`config.mk`:
```
export PLATFORM = sky130hd
export DESIGN_NAME = interval_range_map_top
export DESIGN_NICKNAME = d
export VERILOG_FILES = /design/src/hdl/irm_pkg.sv /design/src/hdl/irm_ram.sv /design/src/hdl/interval_range_map_top.sv
export SDC_FILE = /design/constraint.sdc
export NUM_CORES = 2
export LEC_CHECK = 0
export ABC_AREA = 1
export ABC_CLOCK_PERIOD_IN_PS = 9200
export BUFFER_PORTS_ARGS = -buffer_cell sky130_fd_sc_hd__buf_2
export CORE_MARGIN = 2
export CORE_UTILIZATION = 50
export DETAILED_ROUTE_END_ITERATION = 8
export PLACE_DENSITY_LB_ADDON = 0.1
export SETUP_SLACK_MARGIN = 0.3
export SLEW_MARGIN = 20
export SYNTH_ARGS = -nofsm -noshare
export SYNTH_HDL_FRONTEND = slang
export SYNTH_SLANG_ARGS = --single-unit
```
`constraint.sdc`:
```
create_clock -name i_clk -period 9.2 [get_ports i_clk]
set_input_delay 0.46 -clock i_clk [delete_from_list [all_inputs] [get_ports i_clk]]
set_output_delay 0.46 -clock i_clk [all_outputs]
set_load 0.005 [all_outputs]
```
`src/hdl/irm_pkg.sv`:
```
// Shared types and constants for the interval range map.
// No dependencies; imported by the top level and the RAM.
package irm_pkg;

    // Default sizing
    localparam int DEF_MAX_BOUNDS = 32;
    localparam int DEF_KEY_BITS   = 32;
    localparam int DEF_VALUE_BITS = 8;

    // Result status codes
    localparam int STATUS_W = 2;
    typedef logic [STATUS_W-1:0] t_status;
    localparam t_status STAT_DONE  = 2'd0;
    localparam t_status STAT_EMPTY = 2'd1;
    localparam t_status STAT_FULL  = 2'd2;

    // Input word kinds (carried in tuser)
    localparam logic ACT_LOOKUP = 1'b0;
    localparam logic ACT_ASSIGN = 1'b1;

endpackage

```
`src/hdl/irm_ram.sv`:
```
// Generic single-write, single-read synchronous RAM with registered read.
// Depends on irm_pkg for nothing beyond house conventions.
module irm_ram #(
    parameter int WIDTH = 8,
    parameter int DEPTH = 32
) (
    input  logic                     i_clk,
    input  logic                     i_we,
    input  logic [$clog2(DEPTH)-1:0] i_waddr,
    input  logic [WIDTH-1:0]         i_wdata,
    input  logic [$clog2(DEPTH)-1:0] i_raddr,
    output logic [WIDTH-1:0]         o_rdata
);
    import irm_pkg::*;

    logic [WIDTH-1:0] r_mem [DEPTH];
    logic [WIDTH-1:0] r_rdata;

    // Write port and registered read port
    always_ff @(posedge i_clk) begin
        if (i_we) begin
            r_mem[i_waddr] <= i_wdata;
        end
        r_rdata <= r_mem[i_raddr];
    end

    assign o_rdata = r_rdata;

endmodule

```
`src/hdl/interval_range_map_top.sv`:
```
// Interval range map: sorted boundary table held in two ping-pong RAMs.
// Depends on irm_pkg and irm_ram.
//
// A lookup scans the whole table with one RAM read turn per boundary; an assign
// does the same, plus the two new edges.
// Throughput: one word at a time, set by the table scan through the RAM read port.
// An assign rewrites the table into the idle bank and swaps banks on success.
// Reset (synchronous, active low) empties the table, clears the default value
// and drops any pending result; RAM contents are not cleared.
module interval_range_map_top #(
    parameter int MAX_BOUNDS = irm_pkg::DEF_MAX_BOUNDS,
    parameter int KEY_BITS   = irm_pkg::DEF_KEY_BITS,
    parameter int VALUE_BITS = irm_pkg::DEF_VALUE_BITS
) (
    input  logic i_clk,
    input  logic i_rst_n,
    // configuration: default_value
    input  logic                  i_cfg_wen,
    input  logic [VALUE_BITS-1:0] i_cfg_wdata,
    // input stream
    input  logic i_s_tvalid,
    output logic o_s_tready,
    // tdata: key_begin, key_end, new_value (low bits up), zero padded
    input  logic [((2*KEY_BITS+VALUE_BITS+7)/8)*8-1:0] i_s_tdata,
    // tuser: action
    input  logic i_s_tuser,
    // output stream
    output logic o_m_tvalid,
    input  logic i_m_tready,
    // tdata: read_value, status (low bits up), zero padded
    output logic [((VALUE_BITS+irm_pkg::STATUS_W+7)/8)*8-1:0] o_m_tdata
);
    import irm_pkg::*;

    localparam int AW    = (MAX_BOUNDS > 1) ? $clog2(MAX_BOUNDS) : 1;
    localparam int CW    = $clog2(MAX_BOUNDS + 1);
    localparam int EW    = KEY_BITS + VALUE_BITS;
    localparam int OUT_W = ((VALUE_BITS + STATUS_W + 7) / 8) * 8;

    typedef enum logic [1:0] {S_IDLE, S_RD, S_EV, S_DONE} t_state;
    typedef enum logic [1:0] {PH_BEGIN, PH_END, PH_TAIL} t_phase;

    t_state r_state;
    t_phase r_phase;

    logic                       r_act;
    logic signed [KEY_BITS-1:0] r_kb, r_ke;
    logic [VALUE_BITS-1:0]      r_val, r_default, r_res, r_endv, r_prev;
    logic [CW-1:0]              r_idx, r_count, r_m;
    logic                       r_ovf, r_bank;
    t_status                    r_stat;
    logic                       r_oval;
    logic [OUT_W-1:0]           r_odata;

    logic [EW-1:0]              q0, q1, rd_data;
    logic signed [KEY_BITS-1:0] cur_key;
    logic [VALUE_BITS-1:0]      cur_val;
    logic                       at_end;
    logic                       out_load;

    // Emission into the new table
    logic                       e_do, e_adv, e_new, wr_en;
    logic signed [KEY_BITS-1:0] e_key;
    logic [VALUE_BITS-1:0]      e_v;
    t_phase                     e_phase;

    assign rd_data = r_bank ? q1 : q0;
    assign cur_key = $signed(rd_data[KEY_BITS-1:0]);
    assign cur_val = rd_data[EW-1:KEY_BITS];
    assign at_end  = (r_idx == r_count);

    // Load the output register once the result is ready and the slot is free
    assign out_load = (r_state == S_DONE) && (!r_oval || i_m_tready);

    // Decide one emission per evaluate cycle of an assign
    always_comb begin
        e_do    = 1'b0;
        e_adv   = 1'b0;
        e_key   = cur_key;
        e_v     = cur_val;
        e_phase = r_phase;
        case (r_phase)
            PH_BEGIN: begin
                if (!at_end && cur_key < r_kb) begin
                    e_do  = 1'b1;
                    e_adv = 1'b1;
                end else begin
                    e_do    = 1'b1;
                    e_key   = r_kb;
                    e_v     = r_val;
                    e_phase = PH_END;
                end
            end
            PH_END: begin
                if (!at_end && cur_key <= r_ke) begin
                    e_adv = 1'b1;
                end else begin
                    e_do    = 1'b1;
                    e_key   = r_ke;
                    e_v     = r_endv;
                    e_phase = PH_TAIL;
                end
            end
            default: begin
                if (!at_end) begin
                    e_do  = 1'b1;
                    e_adv = 1'b1;
                end
            end
        endcase
    end

    assign e_new = (r_state == S_EV) && r_act && e_do && (e_v != r_prev);
    assign wr_en = e_new && !r_ovf && (r_m != CW'(MAX_BOUNDS));

    // Two banks: read the live one, build into the other
    irm_ram #(.WIDTH(EW), .DEPTH(MAX_BOUNDS)) u_bank0 (
        .i_clk   (i_clk),
        .i_we    (wr_en && r_bank),
        .i_waddr (r_m[AW-1:0]),
        .i_wdata ({e_v, e_key}),
        .i_raddr (r_idx[AW-1:0]),
        .o_rdata (q0)
    );

    irm_ram #(.WIDTH(EW), .DEPTH(MAX_BOUNDS)) u_bank1 (
        .i_clk   (i_clk),
        .i_we    (wr_en && !r_bank),
        .i_waddr (r_m[AW-1:0]),
        .i_wdata ({e_v, e_key}),
        .i_raddr (r_idx[AW-1:0]),
        .o_rdata (q1)
    );

    assign o_s_tready = (r_state == S_IDLE);
    assign o_m_tvalid = r_oval;
    assign o_m_tdata  = r_odata;

    // Sequencer, table state and output register
    always_ff @(posedge i_clk) begin
        if (!i_rst_n) begin
            r_state   <= S_IDLE;
            r_phase   <= PH_BEGIN;
            r_default <= '0;
            r_count   <= '0;
            r_bank    <= 1'b0;
            r_oval    <= 1'b0;
            r_idx     <= '0;
            r_m       <= '0;
            r_ovf     <= 1'b0;
        end else begin
            if (i_cfg_wen) begin
                r_default <= i_cfg_wdata;
            end
            if (out_load) begin
                r_oval <= 1'b1;
            end else if (i_m_tready) begin
                r_oval <= 1'b0;
            end
            unique case (r_state)
                S_IDLE: begin
                    if (i_s_tvalid) begin
                        r_act   <= i_s_tuser;
                        r_kb    <= $signed(i_s_tdata[KEY_BITS-1:0]);
                        r_ke    <= $signed(i_s_tdata[2*KEY_BITS-1:KEY_BITS]);
                        r_val   <= i_s_tdata[EW+KEY_BITS-1:2*KEY_BITS];
                        r_idx   <= '0;
                        r_res   <= r_default;
                        r_endv  <= r_default;
                        r_prev  <= r_default;
                        r_m     <= '0;
                        r_ovf   <= 1'b0;
                        r_phase <= PH_BEGIN;
                        r_stat  <= STAT_DONE;
                        if (i_s_tuser == ACT_ASSIGN &&
                            !($signed(i_s_tdata[KEY_BITS-1:0]) <
                              $signed(i_s_tdata[2*KEY_BITS-1:KEY_BITS]))) begin
                            r_stat  <= STAT_EMPTY;
                            r_state <= S_DONE;
                        end else begin
                            r_state <= S_RD;
                        end
                    end
                end
                S_RD: begin
                    r_state <= S_EV;
                end
                S_EV: begin
                    if (r_act == ACT_LOOKUP) begin
                        if (at_end) begin
                            r_state <= S_DONE;
                        end else begin
                            if (cur_key <= r_kb) begin
                                r_res <= cur_val;
                            end
                            r_idx   <= r_idx + 1'b1;
                            r_state <= S_RD;
                        end
                    end else if (r_phase == PH_TAIL && at_end) begin
                        // Commit the rebuilt table unless it overflowed
                        if (r_ovf) begin
                            r_stat <= STAT_FULL;
                        end else begin
                            r_bank  <= !r_bank;
                            r_count <= r_m;
                        end
                        r_state <= S_DONE;
                    end else begin
                        if (e_new) begin
                            if (r_m == CW'(MAX_BOUNDS)) begin
                                r_ovf <= 1'b1;
                            end else if (!r_ovf) begin
                                r_m <= r_m + 1'b1;
                            end
                        end
                        if (e_do) begin
                            r_prev <= e_v;
                        end
                        if (!at_end && cur_key <= r_ke && e_adv) begin
                            r_endv <= cur_val;
                        end
                        r_phase <= e_phase;
                        if (e_adv) begin
                            r_idx   <= r_idx + 1'b1;
                            r_state <= S_RD;
                        end
                    end
                end
                S_DONE: begin
                    // Hand over the result once the output register is free
                    if (out_load) begin
                        r_odata <= OUT_W'({r_stat,
                                           (r_act == ACT_LOOKUP) ? r_res
                                                                 : {VALUE_BITS{1'b0}}});
                        r_state <= S_IDLE;
                    end
                end
                default: r_state <= S_IDLE;
            endcase
        end
    end

endmodule

```
# Word level (Yosys, flattened, before mapping)
# Memories as Yosys holds them, arrays and structs flattened. A register that Yosys moved wholly into a read port is not among the register bits.
# Cells that the tools add are included.
[op_classes]
n_addsub = 2
order_cmp = 4
n_eq_ne = 31
muxes = 71
bitwise_logic = 1
reduce_logical = 35
[op_table]
columns = ["op", "count"]
rows = [
  ["2-to-1 mux 8 bit", 12],
  ["less-or-equal comparator 32 bit", 2],
  ["less-than comparator 32 bit", 2],
  ["2-to-1 mux 32 bit", 2],
  ["one-hot mux 32 bit (2 select lines)", 1],
  ["one-hot mux 8 bit (2 select lines)", 4],
  ["2-to-1 mux 6 bit", 10],
  ["2-to-1 mux 40 bit", 1],
  ["2-to-1 mux 2 bit", 16],
  ["AND reduction 6 bit", 5],
  ["one-hot mux 6 bit (2 select lines)", 2],
  ["!= test 2 bit, second input constant", 11],
  ["2-to-1 mux 1 bit", 16],
  ["!= test 3 bit, second input constant", 5],
  ["AND reduction 7 bit", 2],
  ["logical AND 1 bit", 13],
  ["adder 6 x 1 -> 6 bit, second input constant", 2],
  ["one-hot mux 2 bit (2 select lines)", 3],
  ["AND reduction 3 bit", 3],
  ["!= test 2 x 1 -> 1 bit, second input constant", 4],
  ["!= test 8 bit", 1],
  ["one-hot mux 2 bit (4 select lines)", 1],
  ["equality test 2 bit, second input constant", 3],
  ["equality test 6 bit", 1],
  ["13 further kinds", 22],
]
[word_totals]
register_bits = 142
ramBits = 2560
in_bits = 86
elab_cells = 165
memories = 2
[mem_list]
columns = ["memory", "words", "word_bits", "rd", "rd_ports_with_merged_regs", "wr", "line", "source"]
rows = [
  ["u_bank0.r_mem", 32, 40, 1, 1, 1, "irm_ram.sv:16", "logic [WIDTH-1:0] r_mem [DEPTH];"],
  ["u_bank1.r_mem", 32, 40, 1, 1, 1, "irm_ram.sv:16", ""],
]

# Longest topological paths before layout
[depth]
word_depth = 12
mapped_depth = 35
depth_no_buf = 32

# By module
# Synthesis repeated with hierarchy kept, for this count alone.
[hier_totals]
hier_cells = 9919
hier_area_um2 = 114020.6
[by_module_without_submodules]
columns = ["mod", "n_inst", "cells_per_inst", "area_each_um2", "seq_area_each_um2"]
rows = [
  ["irm_ram", 2, 4407, 52402.8, 39237.6],
  ["interval_range_map_top", 1, 1105, 9215.1, 3933.8],
]

# Least setup slack after synthesis
# No wires, ideal clock.
[synth_path]
kind = "reg2reg"
from = "reg r_bank"
to = "mem u_bank0.r_mem[10][0] (netlist bit), enable pin"
setup_time_ps = 438
arrival_time_ps = 5629
slack_ps = 3133
path_stages_with_launch = 30
n_path_buf = 3
synth_period_minus_slack_ps = 6067
cell_sequence = "dfxtp_1 > inv_1 > clkbuf_1 > clkbuf_1 > or2_2 > o21ai_0 > inv_1 > ha_1 > nand2_1 > inv_1 > nor3_1 > nand2_1 > a21oi_1 > nand2_1 > nand2_2 > nand3_4 > inv_2 > nand2_1 > nand3_1 > nand3_2 > nand2_1 > nand2_1 > nand2_1 > nor2_1 > nand2_1 > nand3_2 > inv_2 > nand2_2 > buf_6 > nor2_1"
[synth_via]
elab_chain_cells = 12
word_cells_on_any_way = 18
[synth_rtl]
columns = ["element", "line", "source"]
rows = [
  ["start: declaration", "interval_range_map_top.sv:50", "logic r_ovf, r_bank;"],
  ["start signal: assignment", "interval_range_map_top.sv:204", "r_bank <= !r_bank;"],
  ["2-to-1 mux 40 bit *", "interval_range_map_top.sv:67", "assign rd_data = r_bank ? q1 : q0;"],
  ["less-or-equal comparator 32 bit or less-than comparator 32 bit (tied branches)", "interval_range_map_top.sv:95, interval_range_map_top.sv:84", ""],
  ["logical AND 1 bit, on equally long branches", "interval_range_map_top.sv:95, interval_range_map_top.sv:84", ""],
  ["2-to-1 mux 8 bit, on equally long branches", "interval_range_map_top.sv:95, interval_range_map_top.sv:84", ""],
  ["one-hot mux 8 bit (2 select lines) *", "interval_range_map_top.sv:82", "case (r_phase)"],
  ["net e_v[2]", "interval_range_map_top.sv:64", "logic [VALUE_BITS-1:0] e_v;"],
  ["!= test 8 bit *", "interval_range_map_top.sv:113", "assign e_new = (r_state == S_EV) && r_act && e_do && (e_v != r_prev);"],
  ["logical AND 1 bit *", "interval_range_map_top.sv:113", ""],
  ["logical AND 1 bit * (2 in series)", "interval_range_map_top.sv:114", "assign wr_en = e_new && !r_ovf && (r_m != CW'(MAX_BOUNDS));"],
  ["logical AND 1 bit *", "interval_range_map_top.sv:119", ".i_we (wr_en && r_bank),"],
  ["2-to-1 mux 1 bit *", "irm_ram.sv:21", "if (i_we) begin"],
  ["2-to-1 mux 1 bit (implied by the code) *", "irm_ram.sv:22", "r_mem[i_waddr] <= i_wdata;"],
  ["end: declaration", "irm_ram.sv:16", ""],
]
# The timed path passes the listed nets; every way through them passes the cells marked *.

# Final worst setup path
[layout_path]
from = "reg r_bank"
to = "mem u_bank1.r_mem[23][21] (netlist bit), enable pin"
[layout_via]
elab_chain_cells = 12
word_cells_on_any_way = 19
[layout_rtl]
columns = ["element", "line", "source"]
rows = [
  ["2-to-1 mux 40 bit *", "interval_range_map_top.sv:67", ""],
  ["less-or-equal comparator 32 bit or less-than comparator 32 bit (tied branches)", "interval_range_map_top.sv:95, interval_range_map_top.sv:84", ""],
  ["logical AND 1 bit, on equally long branches", "interval_range_map_top.sv:95, interval_range_map_top.sv:84", ""],
  ["2-to-1 mux 8 bit, on equally long branches", "interval_range_map_top.sv:95, interval_range_map_top.sv:84", ""],
  ["one-hot mux 8 bit (2 select lines) *", "interval_range_map_top.sv:82", ""],
  ["net e_v[3]", "interval_range_map_top.sv:64", ""],
  ["!= test 8 bit *", "interval_range_map_top.sv:113", ""],
  ["logical AND 1 bit *", "interval_range_map_top.sv:113", ""],
  ["logical AND 1 bit * (2 in series)", "interval_range_map_top.sv:114", ""],
  ["logical AND 1 bit *", "interval_range_map_top.sv:128", ".i_we (wr_en && !r_bank),"],
  ["2-to-1 mux 1 bit *", "irm_ram.sv:21", ""],
  ["2-to-1 mux 1 bit (implied by the code) *", "irm_ram.sv:22", ""],
  ["end: declaration", "irm_ram.sv:16", ""],
]
# Marked as above.

==> impl_metrics.ini <==
[placement]
portBuffers = 97
place_congestion = 0.922
hpwl_um = 207000
dp_cells = 10900

[power_and_ir_drop]
p_leak_uw = 0.0411
power-per-cell-area_mw_per_mm2 = 325
vdd_drop_max_mv = 0.377

[sta]
fin_crit_sh_pct = 84.6
relSlewSlack_pct = 2.94
hold_violations = 0
setup_tns_ns = 0
setup_viol = 0
worst_hold_slack_ns = 0.0706
clock_skew_ns = 0.0731
max_freq_mhz = 129
worst_pin_slew_ns = 1.44
maxSlewViolCount = 0
rsz0062_at_grt = no
finalCriticalPeriod_ns = 7.78

[clock_tree]
cts_htree_levels = 5
cts.sinks = 2782
cts_root_buffer = clkbuf_16
path_clk_slew_ns = 0.06
cts_buffer_depth = 4
cts_buffers = 303
cts_tree = built
clkLatencyLatePin_ns = 0.94

[floorplan]
die_area_mm2 = 0.223
die_x_um = 473
num_rows = 172
floorplan.initialDensity_pct = 50.1
io-pin-count = 104
fp.dieH_um = 473
core_region_area_mm2 = 0.219

[yosys]
ys_ff_latch = 2782
postSynthCellCount = 8299
syn_area_per_cell_um2 = 13.2
synth_xor_area_share_pct = 0.0319
synth-compound-area-share_pct = 13.0
ys_warn_count = 0
synthMuxAreaShare_pct = 0.00911
async_flop_share_pct = 0
synth_simple_gate_area_share_pct = 8.01
syn_area_mm2 = 0.110
synthDistinctLibCells = 53
synth_edf_count = 2669
ys.flop_type = edfxtp_1
synth_top_family_by_area = compound AO/OA/AOI/OAI gates
synth_fa_ha_area_share_pct = 1.14
seq_area_frac_synth_pct = 75.0

[detailed_routing]
drcViolationCount = 0
ant_nets = 0
wire_per_inst_um = 30.6
drt_iter0_drc = 10900
vias = 73100
dr.pass1.iters = 6
viasPerCell = 6.33
drt_wl_total_um = 353000

[setup_path]
crit_family = simple AND/OR/NAND/NOR gates
arrival_ns = 8.36
slowest_stage = nor2_4
critPathMaxStageDelay_ns = 0.98
cp_max_fo = 73
required_ns = 9.78
cpMostUsedCell = nand2_1
cp.buffers_inverters = 6
end_kind = flop
critPathLaunchType = flop
critical_path_class = flop to flop

[final_layout]
area.sequential_mm2 = 0.0824
stdcell_count = 11500
multi_input_area_mm2 = 0.0254
layout_commonest_cell = edfxtp_1
syn_to_final_growth_pct = 13.9
drive_gt1_share_pct = 10.6
layout_common_cells = 2,669 x edfxtp_1, 1,452 x o21ai_0, 1,448 x nor2_1
fin_nets = 8615
fillerInstances = 17500

[grt]
antenna_found_initial = 29
grtUsageTotal_pct = 31.0
grt_pass1_vias = 68000
grt_overflow_total = 0
grt_pass1_wl_um = 501000
grt_max_degree = 204

[job]
cap_violations = 0

[min_path]
min_path_type = input port to flop

[run_status]
status = completed
==> sequential cells by signal (all words and copies together) (netlist names), 10 cells and up <==
| register | cells |
|---|---|
| u_bank0.o_rdata | 40 |
| u_bank1.r_mem | 1280 |
| o_m_tdata | 10 |
| r_ke | 32 |
| u_bank1.o_rdata | 40 |
| r_kb | 32 |
| u_bank0.r_mem | 1280 |
==> where the power goes <==
group / internal (uW) / switching [uW] / total, uW / leakage, uW
combinational: 2150 / 9430 / 11600 / 0.0115
sequential: 17100 / 172 / 17300 / 0.0250
clock: 6990 / 4850 / 11800 / 0.00460
total: 26300 / 14500 / 40700 / 0.0411
==> Yosys cell counts (all sizes together) (6+ instances only) <==
master | n | area (um^2)
o221ai | 240 | 2100
a211oi | 13 | 97.6
or2 | 41 | 257
o21ai | 1454 | 7280
a221o | 6 | 60.1
edfxtp | 2669 | 80100
nor3 | 39 | 205
o211ai | 15 | 113
nor2 | 1516 | 5750
a21boi | 13 | 97.6
dfxtp | 113 | 2260
inv | 222 | 836
clkbuf | 540 | 2030
a221oi | 51 | 447
nand2 | 360 | 1410
buf | 43 | 251
nand4 | 54 | 338
a31oi | 19 | 119
a31o | 8 | 70.1
ha | 100 | 1250
a21oi | 148 | 741
o22ai | 426 | 2670
nand3 | 142 | 783
a32oi | 38 | 333
a41oi | 6 | 52.6
==> worst paths after layout <==
kind                   from                     to  slack, ns  cells past startpoint
setup / recovery     r_bank  u_bank1.r_mem[23][21]       1.42                     27
hold / removal      i_rst_n                 r_m[3]       0.07                      3
setup reg to reg     r_bank  u_bank1.r_mem[23][21]       1.42                     27
hold reg to reg   r_stat[1]           o_m_tdata[9]       0.43                      0
==> cell families (layout without fill, tap and decap cells) <==
kind of cell	after synthesis	in the layout
other cells	1	33
compound gates	2444	2444
buf+inv	808	1140
fa+ha+maj	100	100
xor+xnor	4	4
simple gates	2159	2159
flops	2782	2782
mux	1	1
==> repair_timing <==
item	4_1_cts	5_1_grt
resized for setup	0	0
endpoints found under the hold margin	84	0
buffers inserted	0	0
hold buffers	97	0
==> metrics by stage <==
| step | worst slack, ns | area (um^2) | utilization [%] | power, uW |
|---|---|---|---|---|
| final | 1.42 | 125000 | 57.1 | 40700 |
| after global routing | 0.817 | 125000 | 57.1 | 41900 |
| after CTS | 1.46 | 125000 | 57.1 | 40700 |
| after detailed placement | 1.47 | 115000 | 52.3 | 28900 |
| after global placement | 1.44 | 114000 | 52.2 | 28800 |
| after floorplan | 3.13 | 110000 | - | 23000 |
==> worst reg2reg max path, cell delays in order (launching register included) <==
cell      delay [ns]
dfxtp_2         0.32
clkinv_1        0.37
buf_4           0.41
or2_2           0.33
o21ai_0         0.18
inv_1           0.15
ha_1            0.31
nand2_1         0.09
nor4_2          0.49
nand2_1         0.10
nand2_1         0.07
nand2_1         0.07
nand3_2         0.20
nand3_4         0.64
nand2_1         0.26
nand3_1         0.18
nand3_2         0.56
nand2_1         0.11
nand2_1         0.10
inv_1           0.05
nand2_1         0.05
nor2_1          0.04
nand2_1         0.10
nand3_2         0.09
inv_2           0.11
nand2_4         0.46
nor2_4          1.09
buf_4           0.49
==> per-layer routing <==
metal | up-vias | global-route usage (%) | part of all wire, %
met1 | 37000 | 45.0 | 41
met5 | - | 0 | 0.0031
met4 | 2 | 13.3 | 4.6
met3 | 646 | 5.38 | 9.3
met2 | 3996 | 46.4 | 45
li1 | 31400 | - | -
==> final cells by class <==
cell class	instances	area share, %
Multi-Input combinational cell	4714	20.3
Timing Repair Buffer	403	2.62
Tap cell	2871	2.87
Clock inverter	116	1.02
Clock buffer	396	6.54
Inverter	225	0.710
Sequential cell	2782	65.9
Antenna cell	27	0.0540
(Power assumes the default switching activity.)
